### config.mk
export PLATFORM = sky130hd
export DESIGN_NAME = limit_switch_axis_guard_top_flat
export DESIGN_NICKNAME = d
export VERILOG_FILES = /design/src/rtl/lsag_pkg.sv /design/src/rtl/lsag_intf.sv /design/src/rtl/lsag_cfg_regs.sv /design/src/rtl/lsag_debounce.sv /design/src/rtl/lsag_axis_clamp.sv /design/src/rtl/limit_switch_axis_guard_top.sv /design/src/flat_wrapper.sv
export SDC_FILE = /design/constraint.sdc
export NUM_CORES = 1
export LEC_CHECK = 0
export BUFFER_PORTS_ARGS = -buffer_cell sky130_fd_sc_hd__buf_2
export CORE_MARGIN = 5
export CORE_UTILIZATION = 53
export DETAILED_ROUTE_END_ITERATION = 10
export GPL_ROUTABILITY_DRIVEN = 1
export MAX_ROUTING_LAYER = met4
export PLACE_DENSITY = 0.77
export SETUP_SLACK_MARGIN = 0.2
export SYNTH_ARGS = -nofsm -noshare
export SYNTH_HDL_FRONTEND = slang
export SYNTH_SLANG_ARGS = --single-unit
### constraint.sdc
create_clock -name clk -period 6 [get_ports clk]
set_input_delay 1.2 -clock clk [delete_from_list [all_inputs] [get_ports clk]]
set_output_delay 1.2 -clock clk [all_outputs]
set_load 0.01 [all_outputs]
### src/rtl/lsag_pkg.sv
// Shared types and constants of the limit-switch axis guard.
// No dependencies; every other file of the block imports this package.
package lsag_pkg;

  // Item field widths
  localparam int SwitchCount = 4;
  localparam int PosWidth    = 32;
  localparam int ThrWidth    = 16;
  localparam int CntWidth    = 17;
  localparam logic [CntWidth-1:0] CntMax = {CntWidth{1'b1}};

  // Configuration port
  localparam int CfgIdxWidth  = 3;
  localparam int CfgDataWidth = 32;

  localparam logic [CfgIdxWidth-1:0] CFG_DEBOUNCE_COUNT = 3'd0;
  localparam logic [CfgIdxWidth-1:0] CFG_UPPER_SOFT_A2  = 3'd1;
  localparam logic [CfgIdxWidth-1:0] CFG_LOWER_SOFT_A2  = 3'd2;
  localparam logic [CfgIdxWidth-1:0] CFG_UPPER_SOFT_A0  = 3'd3;
  localparam logic [CfgIdxWidth-1:0] CFG_LOWER_SOFT_A0  = 3'd4;

  // Register reset values
  localparam logic [ThrWidth-1:0]        RST_DEBOUNCE_COUNT = 16'd1000;
  localparam logic signed [PosWidth-1:0] RST_UPPER_SOFT_A2  = 32'sd101000000;
  localparam logic signed [PosWidth-1:0] RST_LOWER_SOFT_A2  = -32'sd38000000;
  localparam logic signed [PosWidth-1:0] RST_UPPER_SOFT_A0  = 32'sd73000000;
  localparam logic signed [PosWidth-1:0] RST_LOWER_SOFT_A0  = -32'sd63000000;

  // Switch bit positions
  localparam int SW_NEG_A2  = 0;
  localparam int SW_NEG_A01 = 1;
  localparam int SW_POS_A2  = 2;
  localparam int SW_POS_A01 = 3;

  // Configuration register set
  typedef struct packed {
    logic [ThrWidth-1:0]        debounce_count;
    logic signed [PosWidth-1:0] upper_soft_a2;
    logic signed [PosWidth-1:0] lower_soft_a2;
    logic signed [PosWidth-1:0] upper_soft_a0;
    logic signed [PosWidth-1:0] lower_soft_a0;
  } lsag_cfg_t;

  // Which guards act on one axis in the current item
  typedef struct packed {
    logic hard_neg;
    logic hard_pos;
    logic soft_en;
  } lsag_guard_t;

endpackage

### src/rtl/lsag_intf.sv
// Valid/ready channel interfaces for input and result items.
// Depends on lsag_pkg for field widths.
interface lsag_in_if
  import lsag_pkg::*;
  ();
  logic                       valid;
  logic                       ready;
  logic [SwitchCount-1:0]     switch_bits;
  logic signed [PosWidth-1:0] setpoint_a0;
  logic signed [PosWidth-1:0] position_a0;
  logic signed [PosWidth-1:0] setpoint_a1;
  logic signed [PosWidth-1:0] position_a1;
  logic signed [PosWidth-1:0] setpoint_a2;
  logic signed [PosWidth-1:0] position_a2;
  logic                       homing_a0;
  logic                       homing_a2;
  logic                       homed_a0;
  logic                       homed_a2;

  modport source (
    output valid, switch_bits, setpoint_a0, position_a0, setpoint_a1, position_a1,
           setpoint_a2, position_a2, homing_a0, homing_a2, homed_a0, homed_a2,
    input  ready
  );
  modport sink (
    input  valid, switch_bits, setpoint_a0, position_a0, setpoint_a1, position_a1,
           setpoint_a2, position_a2, homing_a0, homing_a2, homed_a0, homed_a2,
    output ready
  );
endinterface

interface lsag_out_if
  import lsag_pkg::*;
  ();
  logic                       valid;
  logic                       ready;
  logic signed [PosWidth-1:0] new_setpoint_a0;
  logic signed [PosWidth-1:0] new_setpoint_a1;
  logic signed [PosWidth-1:0] new_setpoint_a2;
  logic                       stop_a0;
  logic                       stop_a1;
  logic                       stop_a2;
  logic [SwitchCount-1:0]     limit_flags;

  modport source (
    output valid, new_setpoint_a0, new_setpoint_a1, new_setpoint_a2,
           stop_a0, stop_a1, stop_a2, limit_flags,
    input  ready
  );
  modport sink (
    input  valid, new_setpoint_a0, new_setpoint_a1, new_setpoint_a2,
           stop_a0, stop_a1, stop_a2, limit_flags,
    output ready
  );
endinterface

### src/rtl/lsag_cfg_regs.sv
// Configuration registers of the guard: debounce threshold and soft limits.
// Depends on lsag_pkg.
module lsag_cfg_regs
  import lsag_pkg::*;
(
  input  logic                    clk,
  input  logic                    rst,
  input  logic                    cfg_we,
  input  logic [CfgIdxWidth-1:0]  cfg_index,
  input  logic [CfgDataWidth-1:0] cfg_data,
  output lsag_cfg_t               cfg
);

  // Register writes; unknown indexes are ignored
  always_ff @(posedge clk) begin
    if (rst) begin
      cfg.debounce_count <= RST_DEBOUNCE_COUNT;
      cfg.upper_soft_a2  <= RST_UPPER_SOFT_A2;
      cfg.lower_soft_a2  <= RST_LOWER_SOFT_A2;
      cfg.upper_soft_a0  <= RST_UPPER_SOFT_A0;
      cfg.lower_soft_a0  <= RST_LOWER_SOFT_A0;
    end else if (cfg_we) begin
      unique case (cfg_index)
        CFG_DEBOUNCE_COUNT: cfg.debounce_count <= cfg_data[ThrWidth-1:0];
        CFG_UPPER_SOFT_A2:  cfg.upper_soft_a2  <= cfg_data[PosWidth-1:0];
        CFG_LOWER_SOFT_A2:  cfg.lower_soft_a2  <= cfg_data[PosWidth-1:0];
        CFG_UPPER_SOFT_A0:  cfg.upper_soft_a0  <= cfg_data[PosWidth-1:0];
        CFG_LOWER_SOFT_A0:  cfg.lower_soft_a0  <= cfg_data[PosWidth-1:0];
        default: ;
      endcase
    end
  end

endmodule

### src/rtl/lsag_debounce.sv
// Per-switch debounce counters and flags, advanced once per processed item.
// Depends on lsag_pkg.
module lsag_debounce
  import lsag_pkg::*;
(
  input  logic                   clk,
  input  logic                   rst,
  input  logic                   step,
  input  logic [SwitchCount-1:0] bits,
  input  logic [ThrWidth-1:0]    threshold,
  output logic [SwitchCount-1:0] flags_next
);

  logic [CntWidth-1:0]    cnt [SwitchCount];
  logic [CntWidth-1:0]    cnt_next [SwitchCount];
  logic [SwitchCount-1:0] flag;

  // Saturating count while high; a low bit clears count and flag
  always_comb begin
    for (int i = 0; i < SwitchCount; i++) begin
      if (bits[i]) begin
        cnt_next[i]   = (cnt[i] == CntMax) ? cnt[i] : cnt[i] + 1'b1;
        flags_next[i] = flag[i] | (cnt_next[i] == {1'b0, threshold});
      end else begin
        cnt_next[i]   = '0;
        flags_next[i] = 1'b0;
      end
    end
  end

  // State update on each processed item
  always_ff @(posedge clk) begin
    if (rst) begin
      for (int i = 0; i < SwitchCount; i++) begin
        cnt[i] <= '0;
      end
      flag <= '0;
    end else if (step) begin
      for (int i = 0; i < SwitchCount; i++) begin
        cnt[i] <= cnt_next[i];
      end
      flag <= flags_next;
    end
  end

endmodule

### src/rtl/lsag_axis_clamp.sv
// Hard and soft limit clamp of one axis setpoint to its measured position.
// Depends on lsag_pkg.
module lsag_axis_clamp
  import lsag_pkg::*;
(
  input  lsag_guard_t                guard,
  input  logic signed [PosWidth-1:0] setpoint,
  input  logic signed [PosWidth-1:0] position,
  input  logic signed [PosWidth-1:0] upper_limit,
  input  logic signed [PosWidth-1:0] lower_limit,
  output logic signed [PosWidth-1:0] new_setpoint,
  output logic                       stop
);

  logic neg_active;
  logic pos_active;

  // Once clamped the setpoint equals the position, so later checks never fire:
  // the checks reduce to one OR over the original setpoint.
  always_comb begin
    neg_active   = guard.hard_neg | (guard.soft_en & (position < lower_limit));
    pos_active   = guard.hard_pos | (guard.soft_en & (position > upper_limit));
    stop         = (neg_active & (setpoint < position)) |
                   (pos_active & (setpoint > position));
    new_setpoint = stop ? position : setpoint;
  end

endmodule

### src/rtl/limit_switch_axis_guard_top.sv
// Limit-switch axis guard top level: input register, debounce, clamps, result register.
// Depends on lsag_pkg, lsag_intf, lsag_cfg_regs, lsag_debounce, lsag_axis_clamp.
//
// Usage:
//   in_item  - valid/ready channel, one control tick per item: raw switch bits,
//              setpoint and position of three axes, homing and homed bits.
//   out_item - valid/ready channel, one result per tick: the three setpoints,
//              clamped where a limit is active, a stop bit per axis and the
//              debounced switch flags.
//   cfg_we / cfg_index / cfg_data - register writes, to be made only while idle; the block does not enforce it.
// The item is held in an input register, debounced and clamped in one shallow
// pass, and caught in the result register. One item is accepted every cycle
// while the receiver does not stall; the rate is set by the single compare-and-select
// pass between those two registers.
// Reset clears the debounce counters and flags, empties both registers and
// loads the registers with their default threshold and soft limits.
// When the receiver stalls the result register holds, the input register
// fills behind it, and then in_item.ready drops until out_item drains.
module limit_switch_axis_guard_top
  import lsag_pkg::*;
(
  input  logic                    clk,
  input  logic                    rst,
  lsag_in_if.sink                 in_item,
  lsag_out_if.source              out_item,
  input  logic                    cfg_we,
  input  logic [CfgIdxWidth-1:0]  cfg_index,
  input  logic [CfgDataWidth-1:0] cfg_data
);

  lsag_cfg_t cfg;

  // Input register
  logic                       in_valid;
  logic [SwitchCount-1:0]     in_bits;
  logic signed [PosWidth-1:0] in_sp0, in_pos0, in_sp1, in_pos1, in_sp2, in_pos2;
  logic                       in_homing0, in_homing2, in_homed0, in_homed2;

  logic out_free;
  logic advance;
  logic take;

  logic [SwitchCount-1:0]     flags_next;
  lsag_guard_t                guard0, guard1, guard2;
  logic signed [PosWidth-1:0] sp0_c, sp1_c, sp2_c;
  logic                       stop0_c, stop1_c, stop2_c;

  // Handshake: the result register frees when taken, the input register when moved on
  assign out_free      = ~out_item.valid | out_item.ready;
  assign advance       = in_valid & out_free;
  assign in_item.ready = ~in_valid | advance;
  assign take          = in_item.valid & in_item.ready;

  lsag_cfg_regs u_cfg (
    .clk       (clk),
    .rst       (rst),
    .cfg_we    (cfg_we),
    .cfg_index (cfg_index),
    .cfg_data  (cfg_data),
    .cfg       (cfg)
  );

  // Input register control and payload
  always_ff @(posedge clk) begin
    if (rst) begin
      in_valid <= 1'b0;
    end else if (in_item.ready) begin
      in_valid <= in_item.valid;
    end
  end

  always_ff @(posedge clk) begin
    if (take) begin
      in_bits    <= in_item.switch_bits;
      in_sp0     <= in_item.setpoint_a0;
      in_pos0    <= in_item.position_a0;
      in_sp1     <= in_item.setpoint_a1;
      in_pos1    <= in_item.position_a1;
      in_sp2     <= in_item.setpoint_a2;
      in_pos2    <= in_item.position_a2;
      in_homing0 <= in_item.homing_a0;
      in_homing2 <= in_item.homing_a2;
      in_homed0  <= in_item.homed_a0;
      in_homed2  <= in_item.homed_a2;
    end
  end

  // Debounce advances as each item moves into the result register
  lsag_debounce u_debounce (
    .clk        (clk),
    .rst        (rst),
    .step       (advance),
    .bits       (in_bits),
    .threshold  (cfg.debounce_count),
    .flags_next (flags_next)
  );

  // Guard selection: axis one follows axis zero's switches, no soft limits
  always_comb begin
    guard0.hard_neg = flags_next[SW_NEG_A01] & ~in_homing0;
    guard0.hard_pos = flags_next[SW_POS_A01] & ~in_homing0;
    guard0.soft_en  = in_homed0 & ~in_homing0;
    guard1.hard_neg = guard0.hard_neg;
    guard1.hard_pos = guard0.hard_pos;
    guard1.soft_en  = 1'b0;
    guard2.hard_neg = flags_next[SW_NEG_A2] & ~in_homing2;
    guard2.hard_pos = flags_next[SW_POS_A2] & ~in_homing2;
    guard2.soft_en  = in_homed2 & ~in_homing2;
  end

  lsag_axis_clamp u_clamp_a0 (
    .guard        (guard0),
    .setpoint     (in_sp0),
    .position     (in_pos0),
    .upper_limit  (cfg.upper_soft_a0),
    .lower_limit  (cfg.lower_soft_a0),
    .new_setpoint (sp0_c),
    .stop         (stop0_c)
  );

  lsag_axis_clamp u_clamp_a1 (
    .guard        (guard1),
    .setpoint     (in_sp1),
    .position     (in_pos1),
    .upper_limit  (cfg.upper_soft_a0),
    .lower_limit  (cfg.lower_soft_a0),
    .new_setpoint (sp1_c),
    .stop         (stop1_c)
  );

  lsag_axis_clamp u_clamp_a2 (
    .guard        (guard2),
    .setpoint     (in_sp2),
    .position     (in_pos2),
    .upper_limit  (cfg.upper_soft_a2),
    .lower_limit  (cfg.lower_soft_a2),
    .new_setpoint (sp2_c),
    .stop         (stop2_c)
  );

  // Result register control and payload
  always_ff @(posedge clk) begin
    if (rst) begin
      out_item.valid <= 1'b0;
    end else if (out_free) begin
      out_item.valid <= in_valid;
    end
  end

  always_ff @(posedge clk) begin
    if (advance) begin
      out_item.new_setpoint_a0 <= sp0_c;
      out_item.new_setpoint_a1 <= sp1_c;
      out_item.new_setpoint_a2 <= sp2_c;
      out_item.stop_a0         <= stop0_c;
      out_item.stop_a1         <= stop1_c;
      out_item.stop_a2         <= stop2_c;
      out_item.limit_flags     <= flags_next;
    end
  end

endmodule

### src/flat_wrapper.sv
// flat-port wrapper written by rule: the top's interface ports become plain ports
module limit_switch_axis_guard_top_flat import lsag_pkg::*;
  (clk, rst, cfg_we, cfg_index, cfg_data, in_item_valid, in_item_switch_bits, in_item_setpoint_a0, in_item_position_a0, in_item_setpoint_a1, in_item_position_a1, in_item_setpoint_a2, in_item_position_a2, in_item_homing_a0, in_item_homing_a2, in_item_homed_a0, in_item_homed_a2, in_item_ready, out_item_valid, out_item_new_setpoint_a0, out_item_new_setpoint_a1, out_item_new_setpoint_a2, out_item_stop_a0, out_item_stop_a1, out_item_stop_a2, out_item_limit_flags, out_item_ready);
  lsag_in_if in_item_i ();
  lsag_out_if out_item_i ();
  input  logic clk;
  input  logic rst;
  input  logic cfg_we;
  input  logic [CfgIdxWidth-1:0] cfg_index;
  input  logic [CfgDataWidth-1:0] cfg_data;
  input wire logic [$bits(in_item_i.valid)-1:0] in_item_valid;
  input wire logic [$bits(in_item_i.switch_bits)-1:0] in_item_switch_bits;
  input wire logic [$bits(in_item_i.setpoint_a0)-1:0] in_item_setpoint_a0;
  input wire logic [$bits(in_item_i.position_a0)-1:0] in_item_position_a0;
  input wire logic [$bits(in_item_i.setpoint_a1)-1:0] in_item_setpoint_a1;
  input wire logic [$bits(in_item_i.position_a1)-1:0] in_item_position_a1;
  input wire logic [$bits(in_item_i.setpoint_a2)-1:0] in_item_setpoint_a2;
  input wire logic [$bits(in_item_i.position_a2)-1:0] in_item_position_a2;
  input wire logic [$bits(in_item_i.homing_a0)-1:0] in_item_homing_a0;
  input wire logic [$bits(in_item_i.homing_a2)-1:0] in_item_homing_a2;
  input wire logic [$bits(in_item_i.homed_a0)-1:0] in_item_homed_a0;
  input wire logic [$bits(in_item_i.homed_a2)-1:0] in_item_homed_a2;
  output wire logic [$bits(in_item_i.ready)-1:0] in_item_ready;
  output wire logic [$bits(out_item_i.valid)-1:0] out_item_valid;
  output wire logic [$bits(out_item_i.new_setpoint_a0)-1:0] out_item_new_setpoint_a0;
  output wire logic [$bits(out_item_i.new_setpoint_a1)-1:0] out_item_new_setpoint_a1;
  output wire logic [$bits(out_item_i.new_setpoint_a2)-1:0] out_item_new_setpoint_a2;
  output wire logic [$bits(out_item_i.stop_a0)-1:0] out_item_stop_a0;
  output wire logic [$bits(out_item_i.stop_a1)-1:0] out_item_stop_a1;
  output wire logic [$bits(out_item_i.stop_a2)-1:0] out_item_stop_a2;
  output wire logic [$bits(out_item_i.limit_flags)-1:0] out_item_limit_flags;
  input wire logic [$bits(out_item_i.ready)-1:0] out_item_ready;
  assign in_item_i.valid = in_item_valid;
  assign in_item_i.switch_bits = in_item_switch_bits;
  assign in_item_i.setpoint_a0 = in_item_setpoint_a0;
  assign in_item_i.position_a0 = in_item_position_a0;
  assign in_item_i.setpoint_a1 = in_item_setpoint_a1;
  assign in_item_i.position_a1 = in_item_position_a1;
  assign in_item_i.setpoint_a2 = in_item_setpoint_a2;
  assign in_item_i.position_a2 = in_item_position_a2;
  assign in_item_i.homing_a0 = in_item_homing_a0;
  assign in_item_i.homing_a2 = in_item_homing_a2;
  assign in_item_i.homed_a0 = in_item_homed_a0;
  assign in_item_i.homed_a2 = in_item_homed_a2;
  assign in_item_ready = in_item_i.ready;
  assign out_item_valid = out_item_i.valid;
  assign out_item_new_setpoint_a0 = out_item_i.new_setpoint_a0;
  assign out_item_new_setpoint_a1 = out_item_i.new_setpoint_a1;
  assign out_item_new_setpoint_a2 = out_item_i.new_setpoint_a2;
  assign out_item_stop_a0 = out_item_i.stop_a0;
  assign out_item_stop_a1 = out_item_i.stop_a1;
  assign out_item_stop_a2 = out_item_i.stop_a2;
  assign out_item_limit_flags = out_item_i.limit_flags;
  assign out_item_i.ready = out_item_ready;
  limit_switch_axis_guard_top u_core (.clk(clk), .rst(rst), .in_item(in_item_i), .out_item(out_item_i), .cfg_we(cfg_we), .cfg_index(cfg_index), .cfg_data(cfg_data));
endmodule
==> run metrics <==
critical path arrival=4.94 ns; vias per cell=about 5.8; leading area contributor after synthesis=edfxtp_1; Core Rows=83; non-filler cells, final=3666; top-area cell type share of the netlist area=a little over 40%; worst setup margin=1.42 ns; leakage dissipation=between 10 and 15 nW; hpwl dp=56600 um; Seq/Total Area, Yosys=51.2%; status=complete, no violations; cts repair resizes=0; clock group share of total power=between 40 and 50%; Layout Nets=3382; Avg Inst Size Synth=10.6 um2; worst min path class=reg2reg; Max Root-Sink Buffers=3; input/output buffers=around 340; Setup TNS=0 ns; fmax=218 MHz; number of synthesized flops with an enable pin=371; DRT Pass-1 Iters=6; Antenna Nets Post-Route=0; synth-to-layout area growth=14.9%; Placed Area=0.0298 mm2; clock root buffer=clkbuf_16; switching fraction of total power=roughly 25%; ys async rst share=0%; worst rel slew slack=7.36%; CP max-delay cell=o211ai_4; CP Launch Type=flop; Clk Latency, worst-skew pair=0.61 ns; global-route wire length before repair=118000 um; Most used DFF post-synth=edfxtp_1; Tot Pwr=8.59 mW; Yosys cell types=83; Wirelength per Cell=20.9 um; fin. max-slew vios=0; worst path buffer plus inverter count=0; Die X-Extent=238 um; GPL Wtd Cong=0.943; power per cell area=271 mW/mm2; Reg clk slew, reported paths=~0.060 ns; die area=about 0.057 mm2; clock period minus worst slack=between 4 and 5 ns; gr usage total=around a quarter; CTS tree=done; CTS sink cnt=between 500 and 600; most frequent cell after synthesis=edfxtp_1; most used cell, CP=nand4_1; via count=21367; Setup Buffers After CTS=0; Critical Path RT=6.36 ns; # DRC=0; TritonCTS Buffers=55; worst stage delay on the critical path=0.96 ns; die height=238 um; Cells after DPL=3539; IO Pins=345; CP Class=reg2reg; mapped cell area=about 0.028 mm2; Routed WL=76600 um; # setup viols final=0; H-tree depth=2; Synth top cells by count=edfxtp_1 (371), nand2_1 (347), inv_1 (256); Least-Margin Pin Slew=1.39 ns; Mapped Cells=2614; crit path max fanout=33; gr ovfl total=0; syn nets=3080; Starting Density=53.6%; vias in the first global route=about 22000; crit path cell chain=ha_1, and3_1, and4_1, a211oi_1, mux2i_1, nand4_1, nor4_1, nand4_1, o211ai_4, mux2_2; # hold bufs at CTS=0; unrepaired setup endpoints after global routing=false; final worst-path cycle share=approximately three quarters; synthesis-stage register bit count=521; yosys synthesis warning count=0; Post-Place Setup Slack=1.46 ns; final cell area excluding filler cells=about 0.032 mm2; Core Area=0.0515 mm2; Power Internal=6.49 mW; VDD IR max=259 uV; antenna violations before repair=25; part of the power in combinational logic=10.0%; Switching Power=2.11 mW; Fin. Hold Viols=0; Setup Skew=0.0176 ns; CP endpoint kind=flop; MaxCap Viol Count=0; top cells by area, synth=edfxtp_1 (40%), dfxtp_1 (11%), ha_1 (10%); initial DRC count=1622; largest net degree at the start of global routing=148; layout cell share with drive strength beyond 1=19.2%; cell class contributing the biggest share of worst-path delay=simple AND/OR/NAND/NOR gates; sequential power share=49.2%
-- power groups by stage --
| stage | clock network (mW) | logic (mW) | registers [mW] |
|---|---|---|---|
| after CTS | 3.56 | 0.859 | 4.22 |
| after floorplan | 0 | 0.559 | 4.24 |
| final | 3.50 | 0.861 | 4.23 |
| after global routing | 3.72 | 0.955 | 4.24 |
| after detailed placement | 0 | 0.851 | 4.30 |
| after global placement | 0 | 0.816 | 4.29 |
-- path summary, 6_finish.rpt --
path | startpoint | end | slack [ns] | cells after the start
setup / recovery | u_core.u_debounce.cnt[0][51] | u_core.out_item.new_setpoint_a0[29] | 1.42 | 10
hold / removal | u_core.u_cfg.cfg[89] | u_core.u_cfg.cfg[89] | 0.45 | 2
setup reg to reg | u_core.u_debounce.cnt[0][51] | u_core.out_item.new_setpoint_a0[29] | 1.42 | 10
hold reg to reg | u_core.u_cfg.cfg[89] | u_core.u_cfg.cfg[89] | 0.45 | 2
-- cells by family after synthesis --
| kind of cell | Yosys count | share of synthesized area (%) |
|---|---|---|
| compound gates | 465 | 10.9 |
| xor+xnor | 63 | 2.15 |
| fa+ha+maj | 226 | 10.2 |
| buf+inv | 369 | 5.36 |
| flops | 521 | 51.2 |
| mux | 110 | 4.82 |
| simple gates | 860 | 15.3 |
-- placed cells by master (no fill, tap or decap), types with 8 or more instances in the layout --
master and n:
edfxtp_1 371, nand2_1 347, buf_2 343, inv_1 255, ha_1 226, a21oi_1 189
dfxtp_1 150, nor2_1 136, nand4_1 76, mux2_2 68, o21ai_0 61, clkbuf_16 60
nand3_1 54, nand3b_1 46, nor3_1 44, xnor2_1 39, a21o_1 32, nor2b_1 29
mux2_4 29, a211o_1 27, diode_2 25, a211oi_1 25, and3_1 23, nor4_1 23
xor2_1 21, and4_1 20, a31oi_1 17, buf_4 14, mux2i_1 13, nand2b_1 13
o211ai_1 12, clkbuf_1 12, a21boi_0 11, a2111oi_0 9, o2111ai_1 8, or2_2 8
clkbuf_8 8
-- stage by stage --
| stage | hold slack, ns | util [%] |
|---|---|---|
| finish | 0.454 | 61.6 |
| global route | 0.477 | 61.6 |
| CTS | 0.456 | 61.5 |
| detailed placement | 0.448 | 57.9 |
| global placement | 0.442 | 57.9 |
| floorplan | 0.432 | - |
-- flip-flops by register name, summed over array words and instances (netlist names), 4 cells and up --
| signal | count |
|---|---|
| u_core.in_bits | 4 |
| u_core.in_sp2 | 32 |
| u_core.in_pos1 | 32 |
| u_core.out_item.limit_flags | 4 |
| u_core.out_item.new_setpoint_a2 | 32 |
| u_core.in_sp0 | 32 |
| u_core.out_item.new_setpoint_a0 | 32 |
| u_core.in_pos0 | 32 |
| u_core.in_pos2 | 32 |
| u_core.in_sp1 | 32 |
| u_core.u_debounce.cnt | 68 |
| u_core.u_cfg.cfg | 144 |
| u_core.u_debounce.flag | 4 |
| u_core.out_item.new_setpoint_a1 | 32 |
-- tightest hold or removal path: cells and delay by family, from the launching register on --
kind / cells / cell delay [ns]
and+or+nand+nor: 1 / 0.05
AOI/OAI and AO/OA: 1 / 0.05
DFF: 1 / 0.31
-- final cells by class --
type	instances	area, um2
Antenna cell	25	62.6
Clock buffer	81	1660
Clock inverter	21	195
Fill cell	4191	19800
Inverter	256	963
Multi-Input combinational cell	1724	12000
Sequential cell	521	14100
Tap cell	680	851
Timing Repair Buffer	358	1840
-- metal layers --
| metal | routed length [um] | track usage (%) | vias to the layer above |
|---|---|---|---|
| met3 | 4540 | 4.70 | 201 |
| met4 | 3200 | 11.6 | 0 |
| met5 | 0 | - | - |
| li1 | - | - | 10087 |
| met1 | 30200 | 31.7 | 10363 |
| met2 | 38600 | 45.0 | 716 |
No activity file was read; power rests on OpenSTA's default activity.
